[config.mk]
export PLATFORM = sky130hd
export DESIGN_NAME = epoch_seconds_to_utc_calendar
export DESIGN_NICKNAME = d
export VERILOG_FILES = /design/src/esuc_pkg.sv /design/src/esuc_cdiv.sv /design/src/esuc_delay.sv /design/src/esuc_clock.sv /design/src/esuc_civil.sv /design/src/epoch_seconds_to_utc_calendar.sv
export VERILOG_INCLUDE_DIRS = /design/src /design/src/src
export SDC_FILE = /design/constraint.sdc
export NUM_CORES = 2
export LEC_CHECK = 0
export BUFFER_PORTS_ARGS = -buffer_cell sky130_fd_sc_hd__buf_2
export CAP_MARGIN = 20
export CORE_MARGIN = 3
export CORE_UTILIZATION = 55
export CTS_CLUSTER_DIAMETER = 40
export DETAILED_ROUTE_END_ITERATION = 12
export PLACE_DENSITY = 0.74
export SKIP_LAST_GASP = 1
export SLEW_MARGIN = 30
export SYNTH_ARGS = -nofsm -noshare
export SYNTH_HDL_FRONTEND = slang
export SYNTH_SLANG_ARGS = --single-unit
[constraint.sdc]
create_clock -name clk -period 48.9 [get_ports clk]
set_clock_uncertainty 0.05 [all_clocks]
set_input_delay 7.335 -clock clk [delete_from_list [all_inputs] [get_ports clk]]
set_output_delay 7.335 -clock clk [all_outputs]
set_load 0.005 [all_outputs]
[src/epoch_seconds_to_utc_calendar_assert.svh]
// ----------------------------------------------------------------------------
// Assertion macros for the epoch to calendar block
// Clocked on clk, disabled while rst_n is low.
// ----------------------------------------------------------------------------
`ifndef EPOCH_SECONDS_TO_UTC_CALENDAR_ASSERT_SVH
`define EPOCH_SECONDS_TO_UTC_CALENDAR_ASSERT_SVH

// Consequent must hold in the same cycle as the antecedent
`define ESUC_ASSERT_SAME(label, ante, cons, msg) \
    label: assert property (@(posedge clk) disable iff (!rst_n) (ante) |-> (cons)) \
        else $error(msg);

// Consequent must hold in the cycle after the antecedent
`define ESUC_ASSERT_NEXT(label, ante, cons, msg) \
    label: assert property (@(posedge clk) disable iff (!rst_n) (ante) |=> (cons)) \
        else $error(msg);

`endif

[src/esuc_pkg.sv]
// ----------------------------------------------------------------------------
// esuc_pkg
// Widths, calendar constants and stage latencies of the epoch to calendar block.
// ----------------------------------------------------------------------------
`default_nettype none

package esuc_pkg;

    // Field widths
    localparam int SECS_W    = 38;
    localparam int NS_W      = 30;
    localparam int YEAR_W    = 13;
    localparam int YDAY_W    = 9;
    localparam int HOUR_W    = 5;
    localparam int MIN_W     = 6;
    localparam int SEC_W     = 6;

    // Internal widths
    localparam int DAYS_W    = 22;   // days since the epoch, and the shifted day count
    localparam int DREM_W    = 17;   // seconds within the day
    localparam int MTOT_W    = 11;   // minutes within the day
    localparam int ERA_W     = 5;
    localparam int DOE_W     = 18;   // day of the 400-year era
    localparam int YOE_W     = 9;    // year of the era
    localparam int C100_W    = 2;    // centuries within the era
    localparam int YMOD_W    = 7;    // year of the era modulo 100
    localparam int CYEAR_W   = 14;   // full calendar year

    // Input limits
    localparam logic [SECS_W-1:0] MAX_EPOCH_SECONDS = 38'd253402300799;
    localparam logic [NS_W-1:0]   MAX_NANOSECONDS   = 30'd999999999;

    // 86400 = 675 << 7
    localparam int                DAY_SHIFT       = 7;
    localparam longint unsigned   DAY_DIV_ODD     = 675;
    localparam longint unsigned   SECS_PER_MIN    = 60;
    localparam longint unsigned   MINS_PER_HOUR   = 60;

    // Civil calendar, days counted from 0000-03-01
    localparam logic [DAYS_W-1:0] DAYS_TO_EPOCH   = 22'd719468;
    localparam longint unsigned   DAYS_PER_ERA    = 146097;
    localparam longint unsigned   DAYS_PER_4Y     = 1460;
    localparam longint unsigned   DAYS_PER_100Y   = 36524;
    localparam longint unsigned   DAYS_ERA_LAST   = 146096;
    localparam longint unsigned   DAYS_PER_YEAR   = 365;
    localparam longint unsigned   YEARS_PER_CENT  = 100;
    localparam logic [CYEAR_W-1:0] YEARS_PER_ERA  = 14'd400;
    localparam logic [YDAY_W-1:0] MAR_TO_JAN      = 9'd306;
    localparam logic [YDAY_W-1:0] JAN_OFFSET      = 9'd60;   // Jan/Feb ahead, plus one-based
    localparam logic [YDAY_W-1:0] JAN_NEXT_OFFSET = 9'd305;  // 306 less one-based
    localparam logic [CYEAR_W-1:0] BASE_YEAR      = 14'd1900;

    // Stage latencies
    localparam int DIV_LAT   = 3;
    localparam int CLK_LAT   = 2 * DIV_LAT;
    localparam int CIV_LAT   = 5 * DIV_LAT + 1;
    localparam int PIPE_LAT  = DIV_LAT + CIV_LAT;

endpackage

`default_nettype wire

[src/esuc_cdiv.sv]
// ----------------------------------------------------------------------------
// esuc_cdiv
// Three-stage divider by a constant: reciprocal multiply, multiply back and
// subtract, then one correction step.
// ----------------------------------------------------------------------------
`default_nettype none

module esuc_cdiv #(
    parameter int              X_W     = 8,
    parameter int              Q_W     = 8,
    parameter longint unsigned DIVISOR = 3,
    localparam int             R_W     = $clog2(DIVISOR)
) (
    input  wire logic           clk,
    input  wire logic           en,
    input  wire logic [X_W-1:0] x,
    output logic      [Q_W-1:0] quot,
    output logic      [R_W-1:0] rem
);

    // Floor reciprocal: the estimate is low by at most one for any x < 2**X_W
    localparam longint unsigned RECIP = (64'd1 << X_W) / DIVISOR;
    localparam int              M_W   = $clog2(RECIP + 1);
    localparam int              P_W   = X_W + M_W;
    localparam int              R0_W  = R_W + 1;

    logic [P_W-1:0]  prod_reg, prod_next;
    logic [X_W-1:0]  x1_reg;
    logic [Q_W-1:0]  q0_reg, q0_next;
    logic [X_W-1:0]  back_prod;
    logic [R0_W-1:0] r0_reg, r0_next;
    logic [Q_W-1:0]  quot_reg, quot_next;
    logic [R_W-1:0]  rem_reg, rem_next;

    always_comb
    begin
        prod_next = P_W'(x) * P_W'(RECIP);
        q0_next   = Q_W'(prod_reg >> X_W);
        back_prod = X_W'(q0_next) * X_W'(DIVISOR);
        r0_next   = R0_W'(x1_reg - back_prod);
        if (r0_reg >= R0_W'(DIVISOR))
        begin
            quot_next = q0_reg + 1'b1;
            rem_next  = R_W'(r0_reg - R0_W'(DIVISOR));
        end
        else
        begin
            quot_next = q0_reg;
            rem_next  = R_W'(r0_reg);
        end
    end

    always_ff @(posedge clk)
    begin
        if (en)
        begin
            prod_reg <= prod_next;
            x1_reg   <= x;
            q0_reg   <= q0_next;
            r0_reg   <= r0_next;
            quot_reg <= quot_next;
            rem_reg  <= rem_next;
        end
    end

    assign quot = quot_reg;
    assign rem  = rem_reg;

endmodule

`default_nettype wire

[src/esuc_delay.sv]
// ----------------------------------------------------------------------------
// esuc_delay
// Shift line that carries side data alongside the pipeline stages.
// ----------------------------------------------------------------------------
`default_nettype none

module esuc_delay #(
    parameter int W     = 1,
    parameter int DEPTH = 1
) (
    input  wire logic         clk,
    input  wire logic         en,
    input  wire logic [W-1:0] din,
    output logic      [W-1:0] dout
);

    logic [W-1:0] line_reg [DEPTH];

    always_ff @(posedge clk)
    begin
        if (en)
        begin
            line_reg[0] <= din;
            for (int i = 1; i < DEPTH; i++)
            begin
                line_reg[i] <= line_reg[i-1];
            end
        end
    end

    assign dout = line_reg[DEPTH-1];

endmodule

`default_nettype wire

[src/esuc_clock.sv]
// ----------------------------------------------------------------------------
// esuc_clock
// Splits the seconds of the day into hour, minute and second.
// ----------------------------------------------------------------------------
`default_nettype none

module esuc_clock (
    input  wire logic                         clk,
    input  wire logic                         en,
    input  wire logic [esuc_pkg::DREM_W-1:0]  day_secs,
    output logic      [esuc_pkg::HOUR_W-1:0]  hour,
    output logic      [esuc_pkg::MIN_W-1:0]   minute,
    output logic      [esuc_pkg::SEC_W-1:0]   second
);

    import esuc_pkg::*;

    logic [MTOT_W-1:0] min_total;
    logic [SEC_W-1:0]  sec_early;

    esuc_cdiv #(
        .X_W     (DREM_W),
        .Q_W     (MTOT_W),
        .DIVISOR (SECS_PER_MIN)
    ) u_div_min (
        .clk  (clk),
        .en   (en),
        .x    (day_secs),
        .quot (min_total),
        .rem  (sec_early)
    );

    esuc_cdiv #(
        .X_W     (MTOT_W),
        .Q_W     (HOUR_W),
        .DIVISOR (MINS_PER_HOUR)
    ) u_div_hour (
        .clk  (clk),
        .en   (en),
        .x    (min_total),
        .quot (hour),
        .rem  (minute)
    );

    // hold the seconds until the hour split catches up
    esuc_delay #(
        .W     (SEC_W),
        .DEPTH (DIV_LAT)
    ) u_sec_dly (
        .clk  (clk),
        .en   (en),
        .din  (sec_early),
        .dout (second)
    );

endmodule

`default_nettype wire

[src/esuc_civil.sv]
// ----------------------------------------------------------------------------
// esuc_civil
// Days since the epoch to year since 1900 and day of year, Gregorian rules.
// ----------------------------------------------------------------------------
`default_nettype none

module esuc_civil (
    input  wire logic                         clk,
    input  wire logic                         en,
    input  wire logic [esuc_pkg::DAYS_W-1:0]  days,
    output logic      [esuc_pkg::YEAR_W-1:0]  year_since_1900,
    output logic      [esuc_pkg::YDAY_W-1:0]  day_of_year
);

    import esuc_pkg::*;

    logic [DAYS_W-1:0]  z_reg, z_next;
    logic [ERA_W-1:0]   era;
    logic [DOE_W-1:0]   doe;
    logic [7-1:0]       n4y;
    logic [3-1:0]       n100y;
    logic               n400y;
    logic [DOE_W-1:0]   doe_d3;
    logic [DOE_W-1:0]   doe_d10;
    logic [ERA_W-1:0]   era_d10;
    logic [DOE_W-1:0]   t_reg, t_next;
    logic [YOE_W-1:0]   yoe;
    logic [YOE_W-1:0]   yoe_d3;
    logic [C100_W-1:0]  cent;
    logic [YMOD_W-1:0]  yoe_mod100;
    logic [DOE_W-1:0]   yoe_days;
    logic [YDAY_W-1:0]  doy_reg, doy_next;
    logic [CYEAR_W-1:0] y_reg, y_next;
    logic               leap_reg, leap_next;
    logic [YEAR_W-1:0]  year_reg, year_next;
    logic [YDAY_W-1:0]  yday_reg, yday_next;

    // Count from 0000-03-01 so the leap day closes each year
    assign z_next = days + DAYS_TO_EPOCH;

    esuc_cdiv #(
        .X_W     (DAYS_W),
        .Q_W     (ERA_W),
        .DIVISOR (DAYS_PER_ERA)
    ) u_div_era (
        .clk  (clk),
        .en   (en),
        .x    (z_reg),
        .quot (era),
        .rem  (doe)
    );

    esuc_cdiv #(
        .X_W     (DOE_W),
        .Q_W     (7),
        .DIVISOR (DAYS_PER_4Y)
    ) u_div_4y (
        .clk  (clk),
        .en   (en),
        .x    (doe),
        .quot (n4y),
        .rem  ()
    );

    esuc_cdiv #(
        .X_W     (DOE_W),
        .Q_W     (3),
        .DIVISOR (DAYS_PER_100Y)
    ) u_div_100y (
        .clk  (clk),
        .en   (en),
        .x    (doe),
        .quot (n100y),
        .rem  ()
    );

    esuc_cdiv #(
        .X_W     (DOE_W),
        .Q_W     (1),
        .DIVISOR (DAYS_ERA_LAST)
    ) u_div_400y (
        .clk  (clk),
        .en   (en),
        .x    (doe),
        .quot (n400y),
        .rem  ()
    );

    esuc_delay #(
        .W     (DOE_W),
        .DEPTH (DIV_LAT)
    ) u_doe_dly_a (
        .clk  (clk),
        .en   (en),
        .din  (doe),
        .dout (doe_d3)
    );

    esuc_delay #(
        .W     (DOE_W),
        .DEPTH (2 * DIV_LAT + 1)
    ) u_doe_dly_b (
        .clk  (clk),
        .en   (en),
        .din  (doe_d3),
        .dout (doe_d10)
    );

    esuc_delay #(
        .W     (ERA_W),
        .DEPTH (3 * DIV_LAT + 1)
    ) u_era_dly (
        .clk  (clk),
        .en   (en),
        .din  (era),
        .dout (era_d10)
    );

    // Drop the leap days so a plain divide by 365 gives the year of the era
    assign t_next = doe_d3 - DOE_W'(n4y) + DOE_W'(n100y) - DOE_W'(n400y);

    esuc_cdiv #(
        .X_W     (DOE_W),
        .Q_W     (YOE_W),
        .DIVISOR (DAYS_PER_YEAR)
    ) u_div_yoe (
        .clk  (clk),
        .en   (en),
        .x    (t_reg),
        .quot (yoe),
        .rem  ()
    );

    esuc_cdiv #(
        .X_W     (YOE_W),
        .Q_W     (C100_W),
        .DIVISOR (YEARS_PER_CENT)
    ) u_div_cent (
        .clk  (clk),
        .en   (en),
        .x    (yoe),
        .quot (cent),
        .rem  (yoe_mod100)
    );

    esuc_delay #(
        .W     (YOE_W),
        .DEPTH (DIV_LAT)
    ) u_yoe_dly (
        .clk  (clk),
        .en   (en),
        .din  (yoe),
        .dout (yoe_d3)
    );

    always_comb
    begin
        yoe_days  = DOE_W'(yoe_d3) * DOE_W'(DAYS_PER_YEAR)
                    + DOE_W'(yoe_d3 >> 2) - DOE_W'(cent);
        doy_next  = YDAY_W'(doe_d10 - yoe_days);
        y_next    = CYEAR_W'(yoe_d3) + CYEAR_W'(era_d10) * YEARS_PER_ERA;
        // The era starts on a multiple of 400, so the year of the era decides leap
        leap_next = ((yoe_d3[1:0] == 2'b00) && (yoe_mod100 != '0)) || (yoe_d3 == '0);

        if (doy_reg >= MAR_TO_JAN)
        begin
            year_next = YEAR_W'(y_reg + 1'b1 - BASE_YEAR);
            yday_next = doy_reg - JAN_NEXT_OFFSET;
        end
        else
        begin
            year_next = YEAR_W'(y_reg - BASE_YEAR);
            yday_next = doy_reg + JAN_OFFSET + YDAY_W'(leap_reg);
        end
    end

    always_ff @(posedge clk)
    begin
        if (en)
        begin
            z_reg    <= z_next;
            t_reg    <= t_next;
            doy_reg  <= doy_next;
            y_reg    <= y_next;
            leap_reg <= leap_next;
            year_reg <= year_next;
            yday_reg <= yday_next;
        end
    end

    assign year_since_1900 = year_reg;
    assign day_of_year     = yday_reg;

endmodule

`default_nettype wire

[src/epoch_seconds_to_utc_calendar.sv]
// ----------------------------------------------------------------------------
// epoch_seconds_to_utc_calendar
// POSIX epoch seconds and nanoseconds to UTC year, day of year and time of day.
// ----------------------------------------------------------------------------
// Input channel: epoch_valid / epoch_stall carry epoch_seconds and nanoseconds.
// Output channel: cal_valid / cal_stall carry the calendar fields, the
// nanoseconds passed through, and out_of_range.
// An item moves at a rising edge where valid is high and stall is low.
// Throughput: one item per cycle, sustained, for as long as cal_stall is low.
// Pipeline: 20 register stages, the first loaded by the edge that accepts an
// item: 3 stages for the day split, 16 for the calendar chain of constant
// dividers and correction steps, and the output register.
// Seconds past 9999-12-31 23:59:59 or nanoseconds above 999999999 give a result
// with out_of_range set and every other field zero.
// Reset empties the pipeline and the output; nothing else is kept.
// When the receiver stalls, the output register holds its item and one more
// item lands in a skid register; epoch_stall then rises and the whole pipeline
// holds until the skid register drains.
// ----------------------------------------------------------------------------
`default_nettype none

module epoch_seconds_to_utc_calendar (
    input  wire logic                         clk,
    input  wire logic                         rst_n,
    input  wire logic                         epoch_valid,
    output logic                              epoch_stall,
    input  wire logic [esuc_pkg::SECS_W-1:0]  epoch_seconds,
    input  wire logic [esuc_pkg::NS_W-1:0]    nanoseconds,
    output logic                              cal_valid,
    input  wire logic                         cal_stall,
    output logic      [esuc_pkg::YEAR_W-1:0]  year_since_1900,
    output logic      [esuc_pkg::YDAY_W-1:0]  day_of_year,
    output logic      [esuc_pkg::HOUR_W-1:0]  hour_of_day,
    output logic      [esuc_pkg::MIN_W-1:0]   minute_of_hour,
    output logic      [esuc_pkg::SEC_W-1:0]   second_of_minute,
    output logic      [esuc_pkg::NS_W-1:0]    fraction_ns,
    output logic                              out_of_range
);

    import esuc_pkg::*;

    `include "epoch_seconds_to_utc_calendar_assert.svh"

    localparam int HMS_W = HOUR_W + MIN_W + SEC_W;

    typedef struct packed {
        logic [YEAR_W-1:0] year;
        logic [YDAY_W-1:0] yday;
        logic [HOUR_W-1:0] hour;
        logic [MIN_W-1:0]  minute;
        logic [SEC_W-1:0]  second;
        logic [NS_W-1:0]   ns;
        logic              oor;
    } result_t;

    logic                  pipe_en;
    logic                  oor_in;
    logic [PIPE_LAT-1:0]   valid_pipe_reg;
    logic [DAYS_W-1:0]     days;
    logic [$clog2(DAY_DIV_ODD)-1:0] day_rem_hi;
    logic [DAY_SHIFT-1:0]  secs_lo;
    logic [DREM_W-1:0]     day_secs;
    logic [HOUR_W-1:0]     hour_early;
    logic [MIN_W-1:0]      minute_early;
    logic [SEC_W-1:0]      second_early;
    logic [HMS_W-1:0]      hms;
    logic [YEAR_W-1:0]     year_late;
    logic [YDAY_W-1:0]     yday_late;
    logic [NS_W-1:0]       ns_late;
    logic                  oor_late;
    result_t               pipe_res;
    result_t               cal_reg, cal_next;
    result_t               skid_reg, skid_next;
    logic                  cal_valid_reg, cal_valid_next;
    logic                  skid_full_reg, skid_full_next;

    assign pipe_en     = !skid_full_reg;
    assign epoch_stall = skid_full_reg;
    assign oor_in      = (epoch_seconds > MAX_EPOCH_SECONDS) || (nanoseconds > MAX_NANOSECONDS);

    // 86400 = 675 << 7: divide the shifted seconds by 675, keep the low bits
    esuc_cdiv #(
        .X_W     (SECS_W - DAY_SHIFT),
        .Q_W     (DAYS_W),
        .DIVISOR (DAY_DIV_ODD)
    ) u_div_day (
        .clk  (clk),
        .en   (pipe_en),
        .x    (epoch_seconds[SECS_W-1:DAY_SHIFT]),
        .quot (days),
        .rem  (day_rem_hi)
    );

    esuc_delay #(
        .W     (DAY_SHIFT),
        .DEPTH (DIV_LAT)
    ) u_lo_dly (
        .clk  (clk),
        .en   (pipe_en),
        .din  (epoch_seconds[DAY_SHIFT-1:0]),
        .dout (secs_lo)
    );

    assign day_secs = {day_rem_hi, secs_lo};

    esuc_clock u_clock (
        .clk      (clk),
        .en       (pipe_en),
        .day_secs (day_secs),
        .hour     (hour_early),
        .minute   (minute_early),
        .second   (second_early)
    );

    esuc_delay #(
        .W     (HMS_W),
        .DEPTH (CIV_LAT - CLK_LAT)
    ) u_hms_dly (
        .clk  (clk),
        .en   (pipe_en),
        .din  ({hour_early, minute_early, second_early}),
        .dout (hms)
    );

    esuc_civil u_civil (
        .clk             (clk),
        .en              (pipe_en),
        .days            (days),
        .year_since_1900 (year_late),
        .day_of_year     (yday_late)
    );

    esuc_delay #(
        .W     (NS_W + 1),
        .DEPTH (PIPE_LAT)
    ) u_side_dly (
        .clk  (clk),
        .en   (pipe_en),
        .din  ({nanoseconds, oor_in}),
        .dout ({ns_late, oor_late})
    );

    always_comb
    begin
        pipe_res.oor    = oor_late;
        pipe_res.year   = oor_late ? '0 : year_late;
        pipe_res.yday   = oor_late ? '0 : yday_late;
        pipe_res.hour   = oor_late ? '0 : hms[HMS_W-1 -: HOUR_W];
        pipe_res.minute = oor_late ? '0 : hms[SEC_W +: MIN_W];
        pipe_res.second = oor_late ? '0 : hms[SEC_W-1:0];
        pipe_res.ns     = oor_late ? '0 : ns_late;
    end

    // Output register plus one skid entry
    always_comb
    begin
        cal_next       = cal_reg;
        cal_valid_next = cal_valid_reg;
        skid_next      = skid_reg;
        skid_full_next = skid_full_reg;
        priority if (cal_valid_reg && cal_stall)
        begin
            if (pipe_en && valid_pipe_reg[PIPE_LAT-1])
            begin
                skid_next      = pipe_res;
                skid_full_next = 1'b1;
            end
        end
        else if (skid_full_reg)
        begin
            cal_next       = skid_reg;
            cal_valid_next = 1'b1;
            skid_full_next = 1'b0;
        end
        else
        begin
            cal_next       = pipe_res;
            cal_valid_next = valid_pipe_reg[PIPE_LAT-1];
        end
    end

    always_ff @(posedge clk or negedge rst_n)
    begin
        if (!rst_n)
        begin
            valid_pipe_reg <= '0;
            cal_valid_reg  <= 1'b0;
            skid_full_reg  <= 1'b0;
        end
        else
        begin
            if (pipe_en)
            begin
                valid_pipe_reg <= {valid_pipe_reg[PIPE_LAT-2:0], epoch_valid};
            end
            cal_valid_reg <= cal_valid_next;
            skid_full_reg <= skid_full_next;
        end
    end

    always_ff @(posedge clk)
    begin
        cal_reg  <= cal_next;
        skid_reg <= skid_next;
    end

    assign cal_valid        = cal_valid_reg;
    assign year_since_1900  = cal_reg.year;
    assign day_of_year      = cal_reg.yday;
    assign hour_of_day      = cal_reg.hour;
    assign minute_of_hour   = cal_reg.minute;
    assign second_of_minute = cal_reg.second;
    assign fraction_ns      = cal_reg.ns;
    assign out_of_range     = cal_reg.oor;

    `ESUC_ASSERT_SAME(a_skid_behind_out, skid_full_reg, cal_valid_reg,
        "skid entry filled while output register empty")
    `ESUC_ASSERT_NEXT(a_frozen_pipe_holds, !pipe_en, $stable(valid_pipe_reg),
        "pipeline moved while frozen")
    `ESUC_ASSERT_NEXT(a_skid_drains, skid_full_reg && !cal_stall, !skid_full_reg,
        "skid entry not drained after output taken")
    `ESUC_ASSERT_SAME(a_oor_zeroes, cal_valid_reg && out_of_range,
        year_since_1900 == '0 && day_of_year == '0 && hour_of_day == '0 &&
        minute_of_hour == '0 && second_of_minute == '0 && fraction_ns == '0,
        "out of range item carries nonzero fields")
    `ESUC_ASSERT_SAME(a_fields_bounded, cal_valid_reg && !out_of_range,
        day_of_year != '0 && day_of_year <= 9'd366 && hour_of_day <= 5'd23 &&
        minute_of_hour <= 6'd59 && second_of_minute <= 6'd59,
        "calendar field out of bounds")

endmodule

`default_nettype wire
==> flow_metrics.py <==
metrics = {
    "cells_and_area": {
        "fillers": 10471,
        "nets": 6890,
        "num_antenna_cells": 0,
        "drive_gt1_share_pct": 10.9,
        "largest_reg_flops": 589,
        "syn_to_final_growth_pct": 12.4,
    },
    "drt": {
        "firstDrtPassIters": 5,
        "viasPerCell": 5.10,
        "post_drt_wl_per_cell_um": 16.2,
        "ant_nets": 0,
        "wl_mm": 123,
        "vias": 38773,
        "drt_iter0_drc": 1913,
        "drc": 0,
    },
    "timing": {
        "rsz0062_at_grt": "false",
        "final.setup.worst_slack_ps": 36200,
        "slew-limit-headroom_pct": 36.8,
        "setup_viol": 0,
        "hold_viol": 0,
        "period_share_pct": 26.0,
        "worst_slew_pin_slew_ps": 949,
        "tns_ps": 0,
        "timing.final.crit_period_ps": 12700,
        "fmax_mhz": 78.8,
        "slew_violations": 0,
    },
    "global_routing": {
        "grt_use_total_pct": 16.7,
        "grt_max_degree": 200,
        "antenna_found_initial": 2,
        "grt_pass1_vias": 40553,
        "grt_pass1_wl_mm": 205,
        "grt_remaining_overflow": 0,
    },
    "floorplan": {
        "io_pins": 144,
        "fp.dieArea_um2": 152000,
        "die_y_um": 389,
        "initial_core_util_pct": 55.4,
        "coreArea_um2": 146000,
        "die_w_um": 389,
        "fp-row-count": 140,
    },
    "job": {
        "maxCapViolations": 0,
    },
    "logic_synthesis": {
        "ys.flop_type": "edfxtp_1",
        "yosysWarnings": 0,
        "syn-num-nets": 6554,
        "ys_types": 79,
        "synth_cells": 5190,
        "ys_ff_latch": 1615,
        "post-synth-top-count-cell": "edfxtp_1",
        "synth_top_area_share_pct": 59.2,
        "syn_area_per_cell_um2": 15.6,
        "async_flop_share_pct": 1.30,
        "yosysTopAreaCell": "edfxtp_1",
        "synth_edf_count": 1594,
        "syn_area_um2": 80900,
        "ys_seq_area_share_pct": 59.8,
        "yosys-top-cells-count": "1594 x edfxtp_1, 866 x ha_1, 798 x inv_1",
        "netlist_top_cells_area": "edfxtp_1 59%, ha_1 13%, fa_1 11%",
    },
    "clocking": {
        "cts.path.max_buffers": 3,
        "hold_buffers": 0,
        "post_cts_buffers": 0,
        "cts_resized": 0,
        "path_clk_slew_ps": 60,
        "clock_latency_ps": 800,
        "numCtsBuffers": 193,
        "clock-sinks": 1615,
        "cts_tree": "yes",
        "cts_root_buf": "clkbuf_16",
        "ctsHtreeMaxLevel": 4,
    },
    "min_path": {
        "min_path_type": "reg2reg",
    },
    "setup_path": {
        "worst-path-buf-inv": 3,
        "critPathLaunchType": "input pin",
        "worstPathArrival_ps": 13150,
        "path_cells": "buf_2 -> inv_1 -> ha_1 -> inv_1 -> ha_1 -> fa_1 -> fa_1 -> fa_1 -> fa_1 -> ha_1 -> ha_1 -> a222oi_1 -> nand3_1 -> a41oi_1 -> o21ai_1 -> a21oi_2 -> o211ai_2 -> a41o_1 -> a21oi_2 -> xnor2_1",
        "crit_path_max_incr_delay_ps": 520,
        "critPathRequiredTime_ps": 49350,
        "cp_max_fo": 11,
        "end_kind": "register",
        "criticalPathCategory": "in2reg",
        "critPathTopFamily": "adder cells",
        "slowest_stage": "fa_1",
    },
    "placement": {
        "gp_congestion": 0.841,
        "port_buffers": 143,
        "dp_hpwl_mm": 85.4,
        "pre_cts_ws_ps": 35400,
    },
    "outcome": {
        "status": "completed",
    },
}
cell families after synthesis:
logic type	count (synthesis)	synth area share, %
AO/OA/AOI/OAI	462	3.80
XOR/XNOR	350	3.79
adder cells (fa/ha/maj)	1292	23.9
buffers and inverters	822	3.83
flip-flops	1615	59.8
multiplexers	97	1.35
AND/OR/NAND/NOR	552	3.44
path summary, 6_finish.rpt:
check / to / slack [ps] / depth (start not counted) / startpoint
worst max-delay path: u_div_day.prod_reg[45] / 36200 / 20 / epoch_seconds[15]
worst min-delay path: u_side_dly.line_reg[12][24] / 280 / 0 / u_side_dly.line_reg[11][24]
worst max register to register: u_side_dly.line_reg[5][4] / 43800 / 7 / epoch_stall
worst min register to register: u_side_dly.line_reg[12][24] / 280 / 0 / u_side_dly.line_reg[11][24]
max in group asynchronous: valid_pipe_reg[9] / 42040 / 1 / rst_n
min in group asynchronous: valid_pipe_reg[15] / 6440 / 1 / rst_n
layer usage:
metal  vias up  GRT usage, %  routed length, um
li1      19049             -                  -
met1     18963          22.5              55800
met2       557          28.5              60700
met3       204          2.65               4050
met4         0          4.67               2670
met5         -             0                  0
layout by cell type (no fill, tap or decap), types with 27 or more instances in the layout:
cell type	synthesis	final
clkbuf_16	0	196
ha_1	866	866
fa_1	426	426
nor3_1	30	30
o21ai_0	78	78
nor2_1	115	115
nor2b_1	85	85
nand4_1	27	27
xor2_1	92	92
xnor2_1	258	258
nand2b_1	32	32
a21o_1	70	70
a21oi_1	131	130
nand2_1	141	140
buf_2	2	143
inv_1	798	798
mux2_2	95	95
edfxtp_1	1594	1594
nand3_1	48	48
o21bai_1	31	31
stage by stage:
| step | utilization (%) | cell area, um2 | cells | hold slack (ps) |
|---|---|---|---|---|
| finish | 62.3 | 90900 | 7608 | 284 |
| global route | 62.3 | 90900 | 7608 | 288 |
| CTS | 62.2 | 90800 | 7606 | 276 |
| detailed placement | 57.6 | 84100 | 7246 | 355 |
| global placement | 57.6 | 84100 | 7246 | 350 |
| floorplan | - | 80900 | 5190 | 350 |
worst reg2reg max path, delay by kind of cell, from the launching register on:
| family | cells | cell delay (ps) |
|---|---|---|
| buffers and inverters | 7 | 4180 |
| flip-flops | 1 | 370 |
cell type report:
| type | instances | area, um2 | share of cell area [%] |
|---|---|---|---|
| Multi-Input combinational cell | 2753 | 29400 | 32.3 |
| Timing Repair Buffer | 164 | 981 | 1.08 |
| Clock inverter | 140 | 1690 | 1.86 |
| Inverter | 799 | 3010 | 3.31 |
| Sequential cell | 1615 | 48400 | 53.3 |
| Tap cell | 1917 | 2400 | 2.64 |
| Clock buffer | 220 | 4990 | 5.50 |
Power is left out: the tool's default activity adds up to more than one toggle a clock period on the data nets, which glitch-free logic cannot reach.
